--- config.mk ---
export PLATFORM = sky130hd
export DESIGN_NAME = trigger_live_time_accumulator_top
export DESIGN_NICKNAME = d
export VERILOG_FILES = /design/src/rtl/tlta_pkg.sv /design/src/rtl/tlta_serial_sub.sv /design/src/rtl/tlta_divider.sv /design/src/rtl/trigger_live_time_accumulator_top.sv
export SDC_FILE = /design/constraint.sdc
export NUM_CORES = 2
export LEC_CHECK = 0
export BUFFER_PORTS_ARGS = -buffer_cell sky130_fd_sc_hd__buf_4
export CAP_MARGIN = 15
export CORE_ASPECT_RATIO = 1.75
export CORE_MARGIN = 2
export CORE_UTILIZATION = 30
export DETAILED_ROUTE_END_ITERATION = 8
export GPL_TIMING_DRIVEN = 0
export PLACE_DENSITY_LB_ADDON = 0.1
export SYNTH_ARGS = -nofsm -noshare
export SYNTH_HDL_FRONTEND = slang
export SYNTH_SLANG_ARGS = --single-unit
--- constraint.sdc ---
create_clock -name aclk -period 6.25 [get_ports aclk]
set_clock_uncertainty 0.15 [all_clocks]
set_input_delay 0.3125 -clock aclk [delete_from_list [all_inputs] [get_ports aclk]]
set_output_delay 0.3125 -clock aclk [all_outputs]
set_load 0.05 [all_outputs]
--- src/rtl/tlta_pkg.sv ---
// Shared widths, constants, FSM state and control types for the trigger
// live-time accumulator. No dependencies; used by every rtl/tlta_* file.
`default_nettype none

package tlta_pkg;

    // Field widths
    localparam int TIME_W = 42;
    localparam int CNT_W  = 16;
    localparam int ACC_W  = 48;

    // Digit-serial compare/subtract lanes
    localparam int DIGIT_W    = 6;
    localparam int NUM_DIGITS = TIME_W / DIGIT_W;
    localparam int DIG_CNT_W  = $clog2(NUM_DIGITS);

    // Narrow datapath: gaps of interest stay below 2^13 ms
    localparam int GAP_W  = 13;
    localparam int DEAD_W = 29;                 // 6145 * (2^16-1) < 2^29
    localparam int TERM_W = DEAD_W + 1;         // signed term
    localparam int PROD_W = 43;                 // |term * num| < 2^41
    localparam int QUOT_W = PROD_W - 1;
    localparam int QCNT_W = $clog2(QUOT_W);

    localparam logic [GAP_W-1:0] GAP_MIN        = 13'd1000;
    localparam logic [GAP_W-1:0] GAP_MAX        = 13'd5000;
    localparam logic [GAP_W-1:0] TAIL_GAP_LIMIT = 13'd4500;
    localparam logic [GAP_W-1:0] DEAD_HALF_MS   = 13'd6145;  // 3072.5 ms

    localparam logic [ACC_W-1:0] ACC_MAX = {1'b0, {(ACC_W-1){1'b1}}};
    localparam logic [ACC_W-1:0] ACC_MIN = {1'b1, {(ACC_W-1){1'b0}}};

    // Configuration register indexes
    localparam int CFG_IDX_W = 1;
    localparam logic [CFG_IDX_W-1:0] CFG_WINDOW_START = 1'b0;
    localparam logic [CFG_IDX_W-1:0] CFG_WINDOW_END   = 1'b1;

    typedef enum logic [3:0] {
        ST_IDLE,
        ST_SERIAL,
        ST_TERM,
        ST_PROD,
        ST_DIVGO,
        ST_DIV,
        ST_FIX,
        ST_ACC,
        ST_OUT
    } state_t;

    typedef struct packed {
        logic load;
        logic step;
    } ser_ctl_t;

endpackage

`default_nettype wire

--- src/rtl/tlta_serial_sub.sv ---
// Digit-serial subtractor lane: a - b, one digit per step, LSB first.
// Depends on tlta_pkg (widths, ser_ctl_t).
`default_nettype none

module tlta_serial_sub (
    input  wire logic                        aclk,
    input  wire tlta_pkg::ser_ctl_t          ctl_i,
    input  wire logic [tlta_pkg::TIME_W-1:0] a_i,
    input  wire logic [tlta_pkg::TIME_W-1:0] b_i,
    output logic      [tlta_pkg::TIME_W-1:0] diff_o,
    output logic                             borrow_o
);

    localparam int DSUM_W = tlta_pkg::DIGIT_W + 1;

    logic [tlta_pkg::TIME_W-1:0] a_sr_reg;
    logic [tlta_pkg::TIME_W-1:0] b_sr_reg;
    logic [tlta_pkg::TIME_W-1:0] d_sr_reg;
    logic                        borrow_reg;
    logic [DSUM_W-1:0]           dsum;

    assign dsum = {1'b0, a_sr_reg[tlta_pkg::DIGIT_W-1:0]}
                - {1'b0, b_sr_reg[tlta_pkg::DIGIT_W-1:0]}
                - DSUM_W'(borrow_reg);

    always_ff @(posedge aclk) begin
        if (ctl_i.load) begin
            a_sr_reg   <= a_i;
            b_sr_reg   <= b_i;
            borrow_reg <= 1'b0;
        end else if (ctl_i.step) begin
            a_sr_reg   <= a_sr_reg >> tlta_pkg::DIGIT_W;
            b_sr_reg   <= b_sr_reg >> tlta_pkg::DIGIT_W;
            d_sr_reg   <= {dsum[tlta_pkg::DIGIT_W-1:0],
                           d_sr_reg[tlta_pkg::TIME_W-1:tlta_pkg::DIGIT_W]};
            borrow_reg <= dsum[tlta_pkg::DIGIT_W];
        end
    end

    assign diff_o   = d_sr_reg;
    assign borrow_o = borrow_reg;

endmodule

`default_nettype wire

--- src/rtl/tlta_divider.sv ---
// Radix-2 restoring divider, one quotient bit per cycle, unsigned.
// Depends on tlta_pkg (QUOT_W, QCNT_W, GAP_W).
`default_nettype none

module tlta_divider (
    input  wire logic                        aclk,
    input  wire logic                        aresetn,
    input  wire logic                        start_i,
    input  wire logic [tlta_pkg::QUOT_W-1:0] dividend_i,
    input  wire logic [tlta_pkg::GAP_W-1:0]  divisor_i,
    output logic                             done_o,
    output logic      [tlta_pkg::QUOT_W-1:0] quot_o
);

    localparam int QW = tlta_pkg::QUOT_W;
    localparam int GW = tlta_pkg::GAP_W;

    logic                        busy_reg;
    logic [tlta_pkg::QCNT_W-1:0] cnt_reg;
    logic [GW-1:0]               rem_reg;
    logic [QW-1:0]               q_reg;
    logic [GW:0]                 shifted;
    logic [GW:0]                 trial;
    logic                        fits;

    assign shifted = {rem_reg, q_reg[QW-1]};
    assign trial   = shifted - {1'b0, divisor_i};
    assign fits    = shifted >= {1'b0, divisor_i};
    assign done_o  = busy_reg && (cnt_reg == tlta_pkg::QCNT_W'(QW - 1));
    assign quot_o  = q_reg;

    always_ff @(posedge aclk) begin
        if (!aresetn) begin
            busy_reg <= 1'b0;
            cnt_reg  <= '0;
        end else if (start_i) begin
            busy_reg <= 1'b1;
            cnt_reg  <= '0;
            rem_reg  <= '0;
            q_reg    <= dividend_i;
        end else if (busy_reg) begin
            rem_reg <= fits ? trial[GW-1:0] : shifted[GW-1:0];
            q_reg   <= {q_reg[QW-2:0], fits};
            cnt_reg <= cnt_reg + 1'b1;
            if (done_o) begin
                busy_reg <= 1'b0;
            end
        end
    end

    // A new division never starts on top of a running one
    assert property (@(posedge aclk) disable iff (!aresetn) start_i |-> !busy_reg)
        else $error("divider restarted while busy");

    // Once busy, the count moves on every cycle until the last bit
    assert property (@(posedge aclk) disable iff (!aresetn)
        (busy_reg && !done_o) |=> (busy_reg && cnt_reg == $past(cnt_reg) + 1'b1))
        else $error("divider stalled mid-run");

    // Busy only ever rises after a start
    assert property (@(posedge aclk) disable iff (!aresetn)
        $rose(busy_reg) |-> $past(start_i))
        else $error("divider busy without start");

endmodule

`default_nettype wire

--- src/rtl/trigger_live_time_accumulator_top.sv ---
// One record is in flight at a time: s_ready is high only in idle, and the steps
// are accept, seven 6-bit serial digits, term, accumulate and output. The record
// that closes the window with a prorated tail also takes product, start, the 42
// quotient bits of the divider and a sign fix, so its result comes later.
// A stalled result holds the next one.
// Reset (aresetn low, synchronous): total, previous record, closed flag cleared.
`default_nettype none

// Top level of the trigger live-time accumulator.
// Depends on tlta_pkg, tlta_serial_sub and tlta_divider.
// Reset also sets window start 0, window end all ones and empties the output.
module trigger_live_time_accumulator_top (
    input  wire logic                                   aclk,
    input  wire logic                                   aresetn,
    // configuration write port
    input  wire logic                                   cfg_we,
    input  wire logic [tlta_pkg::CFG_IDX_W-1:0]         cfg_index,
    input  wire logic [tlta_pkg::TIME_W-1:0]            cfg_wdata,
    // record input channel
    input  wire logic                                   s_valid,
    output logic                                        s_ready,
    input  wire logic [tlta_pkg::TIME_W-1:0]            s_time_ms,
    input  wire logic [tlta_pkg::CNT_W-1:0]             s_eff_trig_count,
    input  wire logic [tlta_pkg::CNT_W-1:0]             s_coin_trig_count,
    // result channel
    output logic                                        m_valid,
    input  wire logic                                   m_ready,
    output logic signed [tlta_pkg::ACC_W-1:0]           m_live_time_half_ms,
    output logic                                        m_record_counted,
    output logic                                        m_window_done
);

    localparam int TW = tlta_pkg::TIME_W;
    localparam int CW = tlta_pkg::CNT_W;
    localparam int AW = tlta_pkg::ACC_W;
    localparam int GW = tlta_pkg::GAP_W;
    localparam int MW = tlta_pkg::TERM_W;
    localparam int PW = tlta_pkg::PROD_W;
    localparam int QW = tlta_pkg::QUOT_W;

    tlta_pkg::state_t state_reg, state_next;

    // Configuration and persistent record state
    logic [TW-1:0] window_start_reg;
    logic [TW-1:0] window_end_reg;
    logic [TW-1:0] prev_time_reg;
    logic [CW-1:0] prev_eff_reg;
    logic [CW-1:0] prev_coin_reg;
    logic [AW-1:0] acc_reg;
    logic          closed_reg;

    // Per-transaction working registers
    logic [CW-1:0]                  d_eff_reg;
    logic [CW-1:0]                  d_coin_reg;
    logic [tlta_pkg::DIG_CNT_W-1:0] dig_cnt_reg;
    logic [GW-1:0]                  gap13_reg;
    logic [GW-1:0]                  num_reg;
    logic signed [MW-1:0]           term_reg;
    logic [PW-1:0]                  prod_reg;
    logic                           add_en_reg;
    logic                           close_pend_reg;

    // Output register
    logic          m_valid_reg;
    logic [AW-1:0] m_live_reg;
    logic          m_counted_reg;
    logic          m_done_reg;

    // Control
    tlta_pkg::ser_ctl_t ser_ctl;
    logic               div_start;
    logic               div_done;
    logic [QW-1:0]      div_quot;
    logic               add_decide;
    logic               close_decide;

    // Serial lane results
    logic [TW-1:0] gap_diff;
    logic          gap_borrow;     // time went backwards
    logic          past_borrow;    // record lies past the window end
    logic          start_borrow;   // record lies before the window start
    logic [TW-1:0] num_diff;
    logic          num_borrow;     // window end before previous record

    // ------------------------------------------------------------------
    // Four digit-serial lanes, all loaded at accept and stepped together.
    //   gap  = time - prev_time
    //   past : end - time borrows  <=> time > end
    //   start: time - start borrows <=> time < start
    //   num  = end - prev_time (tail numerator before clamping)
    // ------------------------------------------------------------------
    tlta_serial_sub u_gap_lane (
        .aclk     (aclk),
        .ctl_i    (ser_ctl),
        .a_i      (s_time_ms),
        .b_i      (prev_time_reg),
        .diff_o   (gap_diff),
        .borrow_o (gap_borrow)
    );

    tlta_serial_sub u_end_lane (
        .aclk     (aclk),
        .ctl_i    (ser_ctl),
        .a_i      (window_end_reg),
        .b_i      (s_time_ms),
        .diff_o   (),
        .borrow_o (past_borrow)
    );

    tlta_serial_sub u_start_lane (
        .aclk     (aclk),
        .ctl_i    (ser_ctl),
        .a_i      (s_time_ms),
        .b_i      (window_start_reg),
        .diff_o   (),
        .borrow_o (start_borrow)
    );

    tlta_serial_sub u_num_lane (
        .aclk     (aclk),
        .ctl_i    (ser_ctl),
        .a_i      (window_end_reg),
        .b_i      (prev_time_reg),
        .diff_o   (num_diff),
        .borrow_o (num_borrow)
    );

    // ------------------------------------------------------------------
    // Term evaluation (narrow once the gap is known to fit 13 bits)
    // ------------------------------------------------------------------
    logic [GW-1:0]                 gap_lo;
    logic                          gap_small;
    logic                          in_range;
    logic                          tail_ok;
    logic [CW-1:0]                 d_eff_m;
    logic [CW-1:0]                 d_coin_m;
    logic [tlta_pkg::DEAD_W-1:0]   dead_prod;
    logic [MW-1:0]                 term_calc;
    logic [GW-1:0]                 num_lo;
    logic                          num_big;
    logic [GW-1:0]                 num_clamped;

    assign gap_lo    = gap_diff[GW-1:0];
    assign gap_small = !gap_borrow && !(|gap_diff[TW-1:GW]);
    assign in_range  = gap_small && (gap_lo >= tlta_pkg::GAP_MIN)
                                 && (gap_lo <= tlta_pkg::GAP_MAX);
    assign tail_ok   = gap_small && (gap_lo != '0)
                                 && (gap_lo < tlta_pkg::TAIL_GAP_LIMIT);

    // out-of-range gaps zero both deltas
    assign d_eff_m  = in_range ? d_eff_reg  : '0;
    assign d_coin_m = in_range ? d_coin_reg : '0;

    assign dead_prod = tlta_pkg::DEAD_W'(tlta_pkg::DEAD_HALF_MS)
                     * tlta_pkg::DEAD_W'(d_eff_m);
    assign term_calc = MW'({gap_lo, 1'b0}) - MW'(dead_prod);

    // numerator clamped to [0, gap]
    assign num_lo      = num_diff[GW-1:0];
    assign num_big     = (|num_diff[TW-1:GW]) || (num_lo > gap_lo);
    assign num_clamped = num_borrow ? '0 : (num_big ? gap_lo : num_lo);

    // ------------------------------------------------------------------
    // Tail: term * num, then |product| / gap, sign restored afterwards
    // ------------------------------------------------------------------
    logic signed [GW:0]   num_s;
    logic signed [PW-1:0] prod_calc;
    logic [PW-1:0]        prod_mag;
    logic [MW-1:0]        quot_lo;
    logic [MW-1:0]        tail_term;

    assign num_s     = {1'b0, num_reg};
    assign prod_calc = term_reg * num_s;
    assign prod_mag  = prod_reg[PW-1] ? -prod_reg : prod_reg;
    assign quot_lo   = div_quot[MW-1:0];
    assign tail_term = prod_reg[PW-1] ? -quot_lo : quot_lo;

    tlta_divider u_divider (
        .aclk       (aclk),
        .aresetn    (aresetn),
        .start_i    (div_start),
        .dividend_i (prod_mag[QW-1:0]),
        .divisor_i  (gap13_reg),
        .done_o     (div_done),
        .quot_o     (div_quot)
    );

    // ------------------------------------------------------------------
    // Saturating accumulate
    // ------------------------------------------------------------------
    logic [AW:0]   acc_sum;
    logic [AW-1:0] acc_sat;

    assign acc_sum = {acc_reg[AW-1], acc_reg}
                   + {{(AW + 1 - MW){term_reg[MW-1]}}, term_reg};
    assign acc_sat = (acc_sum[AW] != acc_sum[AW-1])
                   ? (acc_sum[AW] ? tlta_pkg::ACC_MIN : tlta_pkg::ACC_MAX)
                   : acc_sum[AW-1:0];

    // ------------------------------------------------------------------
    // Sequencer
    // ------------------------------------------------------------------
    always_ff @(posedge aclk) begin
        if (!aresetn) begin
            state_reg <= tlta_pkg::ST_IDLE;
        end else begin
            state_reg <= state_next;
        end
    end

    always_comb begin
        state_next   = state_reg;
        ser_ctl      = '0;
        div_start    = 1'b0;
        s_ready      = 1'b0;
        add_decide   = 1'b0;
        close_decide = 1'b0;
        case (state_reg)
            tlta_pkg::ST_IDLE: begin
                s_ready = 1'b1;
                if (s_valid) begin
                    ser_ctl.load = 1'b1;
                    state_next   = tlta_pkg::ST_SERIAL;
                end
            end
            tlta_pkg::ST_SERIAL: begin
                ser_ctl.step = 1'b1;
                if (dig_cnt_reg == tlta_pkg::DIG_CNT_W'(tlta_pkg::NUM_DIGITS - 1)) begin
                    state_next = tlta_pkg::ST_TERM;
                end
            end
            tlta_pkg::ST_TERM: begin
                state_next = tlta_pkg::ST_ACC;
                if (!closed_reg && past_borrow) begin
                    // first record past the end closes the window
                    close_decide = 1'b1;
                    if (tail_ok) begin
                        add_decide = 1'b1;
                        state_next = tlta_pkg::ST_PROD;
                    end
                end else if (!closed_reg && !start_borrow) begin
                    add_decide = (d_eff_m != '0) && (d_coin_m != '0);
                end
            end
            tlta_pkg::ST_PROD: begin
                state_next = tlta_pkg::ST_DIVGO;
            end
            tlta_pkg::ST_DIVGO: begin
                div_start  = 1'b1;
                state_next = tlta_pkg::ST_DIV;
            end
            tlta_pkg::ST_DIV: begin
                if (div_done) begin
                    state_next = tlta_pkg::ST_FIX;
                end
            end
            tlta_pkg::ST_FIX: begin
                state_next = tlta_pkg::ST_ACC;
            end
            tlta_pkg::ST_ACC: begin
                state_next = tlta_pkg::ST_OUT;
            end
            tlta_pkg::ST_OUT: begin
                if (!m_valid_reg || m_ready) begin
                    state_next = tlta_pkg::ST_IDLE;
                end
            end
            default: begin
                state_next = tlta_pkg::ST_IDLE;
            end
        endcase
    end

    // ------------------------------------------------------------------
    // Datapath registers
    // ------------------------------------------------------------------
    always_ff @(posedge aclk) begin
        if (!aresetn) begin
            window_start_reg <= '0;
            window_end_reg   <= '1;
            prev_time_reg    <= '0;
            prev_eff_reg     <= '0;
            prev_coin_reg    <= '0;
            acc_reg          <= '0;
            closed_reg       <= 1'b0;
            dig_cnt_reg      <= '0;
            m_valid_reg      <= 1'b0;
        end else begin
            if (cfg_we) begin
                case (cfg_index)
                    tlta_pkg::CFG_WINDOW_START: window_start_reg <= cfg_wdata;
                    tlta_pkg::CFG_WINDOW_END:   window_end_reg   <= cfg_wdata;
                    default: ;
                endcase
            end

            // output register loads when free or draining, else drains
            if (state_reg == tlta_pkg::ST_OUT && (!m_valid_reg || m_ready)) begin
                m_valid_reg   <= 1'b1;
                m_live_reg    <= acc_reg;
                m_counted_reg <= add_en_reg;
                m_done_reg    <= closed_reg;
            end else if (m_valid_reg && m_ready) begin
                m_valid_reg <= 1'b0;
            end

            case (state_reg)
                tlta_pkg::ST_IDLE: begin
                    if (s_valid) begin
                        // lanes have sampled prev_time already
                        prev_time_reg <= s_time_ms;
                        prev_eff_reg  <= s_eff_trig_count;
                        prev_coin_reg <= s_coin_trig_count;
                        d_eff_reg     <= s_eff_trig_count - prev_eff_reg;
                        d_coin_reg    <= s_coin_trig_count - prev_coin_reg;
                        dig_cnt_reg   <= '0;
                    end
                end
                tlta_pkg::ST_SERIAL: begin
                    dig_cnt_reg <= dig_cnt_reg + 1'b1;
                end
                tlta_pkg::ST_TERM: begin
                    term_reg       <= $signed(term_calc);
                    gap13_reg      <= gap_lo;
                    num_reg        <= num_clamped;
                    add_en_reg     <= add_decide;
                    close_pend_reg <= close_decide;
                end
                tlta_pkg::ST_PROD: begin
                    prod_reg <= prod_calc;
                end
                tlta_pkg::ST_FIX: begin
                    term_reg <= $signed(tail_term);
                end
                tlta_pkg::ST_ACC: begin
                    if (add_en_reg) begin
                        acc_reg <= acc_sat;
                    end
                    closed_reg <= closed_reg | close_pend_reg;
                end
                default: ;
            endcase
        end
    end

    assign m_valid             = m_valid_reg;
    assign m_live_time_half_ms = $signed(m_live_reg);
    assign m_record_counted    = m_counted_reg;
    assign m_window_done       = m_done_reg;

    // ------------------------------------------------------------------
    // Assertions
    // ------------------------------------------------------------------

    // A closed window stays closed until reset
    assert property (@(posedge aclk) disable iff (!aresetn) closed_reg |=> closed_reg)
        else $error("window reopened");

    // Nothing is added once the window has closed
    assert property (@(posedge aclk) disable iff (!aresetn)
        (state_reg == tlta_pkg::ST_ACC && add_en_reg) |-> !closed_reg)
        else $error("term added after window closed");

    // The divider only sees a tail gap in (0, 4500)
    assert property (@(posedge aclk) disable iff (!aresetn)
        div_start |-> (gap13_reg != '0 && gap13_reg < tlta_pkg::TAIL_GAP_LIMIT))
        else $error("divider started with bad gap");

    // One record in flight: an accepted transaction drops ready next cycle
    assert property (@(posedge aclk) disable iff (!aresetn)
        (s_valid && s_ready) |=> !s_ready)
        else $error("second transaction taken while busy");

endmodule

`default_nettype wire
==> results.txt <==
----------------------------------------------------
[Run status]
  Outcome ... finished with violations
  Violations in the final reports ... negative setup slack

[Floorplan]
  Vert. Die Dim ... 547.2 um
  Area of the core ... 167800 sq um
  Initial Util ... 0.3014
  Core Rows ... 199
  Overall die width ... 314.4 um
  Area of the die ... 172100 sq um
  IO Pins ... 174

[Timing]
  Shortest period the worst path allows ... roughly 7000 ps
  Highest achievable clock rate ... 0.1390 GHz
  Post-route fraction of the period consumed by the critical path ... 1.151
  Setup repair after global routing missed its margin ... true
  Actual slew at the worst max-slew pin ... between 1000 and 1500 ps
  Max_slew headroom ... 0.1936
  Worst-case hold slack ... 33.83 ps
  Final Hold Vio Count ... 0
  Smallest setup slack after layout ... -941.7 ps
  Setup TNS ... -11330 ps
  Number of endpoints failing setup at the final stage ... 24
  Final number of max-transition violations ... 0

[Routing]
  Routed wire per std cell ... 21.26 um
  Via count ... 37.87k
  Length of the first detailed-routing pass in iterations ... 5
  Avg Vias per Cell ... 4.725
  Antenna-violating nets left ... 0
  Total Routed Length ... 170400 um
  Number of DRC markers after the initial detailed-route iteration ... 1605
  Drc violations ... 0

[Worst setup path]
  Crit. End Element ... flop
  Startpoint Class ... flop
  Critical Path AT ... ~7500 ps
  Worst endpoint required time ... 6580 ps
  Type of the worst setup path ... reg2reg
  Most common cell on crit path ... fa_1
  Library cell contributing the largest single delay on the critical path ... fa_1
  Maximum fanout along the worst path ... 10
  Delay contributed by the slowest stage of the critical path ... 560 ps

[Finish]
  Area added between synthesis and finish ... 20.57%
  Fraction of layout instances using a drive strength above 1 ... 0.1123
  Final instance area ... 60990 sq um
  Total number of nets in the final design ... 6603

[Place]
  Final GP Congestion ... 0.8722
  Area after detailed placement ... 55140 sq um
  Post-detailed-placement half-perimeter wirelength ... between 100000 and 150000 um
  Pre-CTS setup slack ... -2235 ps
  # port buffers ... 172

[Yosys]
  Gate Count Post-Synth ... 5241
  Asr flop ratio synth ... 0
  Dominant combinational cell family by area after synthesis ... adder cells
  Mapped cell area ... ~50000 sq um
  Xor-xnor portion of the synthesized cell area ... 0.04017
  Adder and majority cell fraction of the synthesized area ... 0.2483
  Post-synth top area cell ... edfxtp_1
  Synthesis-stage register bit count ... 716
  Portion of synthesized cell area occupied by the leading cell type ... 0.2909
  Sequential fraction of the synthesis area ... 0.3803
  Cell types with the largest area share after synthesis ... edfxtp_1 (29%), fa_1 (14%), ha_1 (9.5%), dfxtp_1 (8.9%), nand2_1 (8.1%)
  Post-synthesis share of cell area spent on and, or, nand and nor gates ... 0.1611
  Multiplexer fraction of the synthesized cell area ... 0.006530
  Mapped Avg Cell Area ... 9.652 sq um
  Complex-gate fraction of the synthesized area ... 0.09948
  Primary FF master, synth ... edfxtp_1
  Warning count from the yosys run ... 0
  Number of synthesized flops with an enable pin ... slightly below 500
  Unique masters post-synth ... 80

[Clock network]
  Clock slew at the register clock pins of the worst setup and hold paths ... 60 ps
  Clock tree from TritonCTS ... yes
  Root buffer cell ... clkbuf_16
  Maximum root-to-sink buffer count ... 3
  CTS H-Tree Depth ... 3
  Total CTS buffers ... 77
  Clock latency on the worst-skew pair ... 720 ps
  Clock tree sinks ... 716

[Global route]
  Overflow after GRT ... 0
  Global-route wire length before repair ... 251500 um
  Global Route Usage Sum ... 0.1981
  Via count of the first global-routing pass ... 40.17k
  Number of antenna violations at the first check in global routing ... 15
  Largest net degree at the start of global routing ... 79

[Min path]
  Worst hold path class ... in2reg

[Flow run]
  Maximum Capacitance Violations ... 0

----------------------------------------------------
==> cell type report <==
type / count / area [sq um]
tap: 2211 / 2766
buffer: 231 / 1401
clock inverter: 46 / 470.5
antenna: 8 / 20.02
timing repair buffer: 414 / 3670
clock buffer: 97 / 2126
fill: 17360 / 106800
sequential: 716 / 19240
inverter: 625 / 2349
multi-input combinational: 3668 / 28950
==> routing by layer <==
| layer | routed length, um | GRT usage | share of wire | up-vias |
|---|---|---|---|---|
| met5 | 83 | 0 | 0.00049 | - |
| met4 | 10990 | 0.1106 | 0.064 | 14 |
| li1 | - | - | - | 18300 |
| met3 | 5425 | 0.02416 | 0.032 | 329 |
| met1 | 56430 | 0.1846 | 0.33 | 18490 |
| met2 | 97520 | 0.4042 | 0.57 | 741 |
==> per-stage QoR <==
stage / utilization / instances
global route: 0.3634 / 8015
global placement: 0.3270 / 7625
CTS: 0.3584 / 7964
detailed placement: 0.3286 / 7637
floorplan: - / 5242
finish: 0.3634 / 8016
==> critical path: cells and delay by family (launching register included) <==
| kind | cells | cell delay [ps] |
|---|---|---|
| fa+ha+maj | 7 | 3400 |
| compound gates | 10 | 2030 |
| buf+inv | 6 | 520 |
| flops | 1 | 380 |
| xor+xnor | 1 | 310 |
| simple gates | 1 | 160 |
==> placed cells by master (no fill, tap or decap), types with 19 or more instances in the layout <==
master	Yosys	final
nand2_1	1089	1084
inv_1	624	600
edfxtp_1	490	490
ha_1	384	367
fa_1	364	357
buf_4	3	269
dfxtp_1	226	226
and2_1	220	209
o21ai_0	200	188
a21oi_1	191	179
clkbuf_1	221	166
nor2_1	167	160
a21boi_0	126	126
xnor2_1	130	123
dlygate4sd3_1	0	120
xor2_1	102	97
clkbuf_16	0	88
nand3_1	79	77
a21o_1	74	74
and3_1	50	48
maj3_1	47	47
nor2b_1	37	37
mux2i_1	33	33
o21ai_1	28	32
nand2b_1	30	29
nand4_1	27	27
nor3_1	28	25
inv_2	1	24
o21a_1	24	23
nor4_1	25	19
==> timing repair <==
action | 4_1_cts | 5_1_grt
pin swaps | 36 | 80
hold buffers | 120 | 0
endpoints found under the setup margin | 45 | 43
setup buffers | 65 | 44
hold endpoints to repair | 232 | 0
resized for setup | 189 | 134
gates cloned | 0 | 2
==> synth_stat cells (all sizes together), types with 50 or more instances <==
library cell / instances
fa: 364
nand3: 79
a21oi: 192
o21ai: 228
and3: 50
inv: 625
dfxtp: 226
nand2: 1089
nor2: 167
a21boi: 126
edfxtp: 490
clkbuf: 221
a21o: 74
ha: 384
xnor2: 130
xor2: 102
and2: 221
==> cells by family (layout without fill, tap and decap cells) <==
kind of cell / count (synthesis) / after routing
AO/OA/AOI/OAI: 796 / 796
XOR/XNOR: 232 / 232
adder cells (fa/ha/maj): 795 / 795
buffers and inverters: 858 / 1413
flip-flops: 716 / 716
multiplexers: 33 / 33
other: 1 / 10
AND/OR/NAND/NOR: 1810 / 1810
==> final timing paths <==
kind | depth (start not counted) | slack, ps | end | startpoint
worst max-delay path | 25 | -940 | prod_reg[41]$_DFFE_PP_ | term_reg[9]$_DFFE_PP_
worst min-delay path | 5 | 30 | window_start_reg[0]$_SDFFE_PN0P_ | cfg_we
worst max register to register | 25 | -940 | prod_reg[41]$_DFFE_PP_ | term_reg[9]$_DFFE_PP_
worst min register to register | 0 | 290 | u_gap_lane.diff_o[20]$_DFFE_PP_ | u_gap_lane.diff_o[26]$_DFFE_PP_
Power is left out: the tool's default activity adds up to more than one toggle a clock period on the data nets, which glitch-free logic cannot reach.
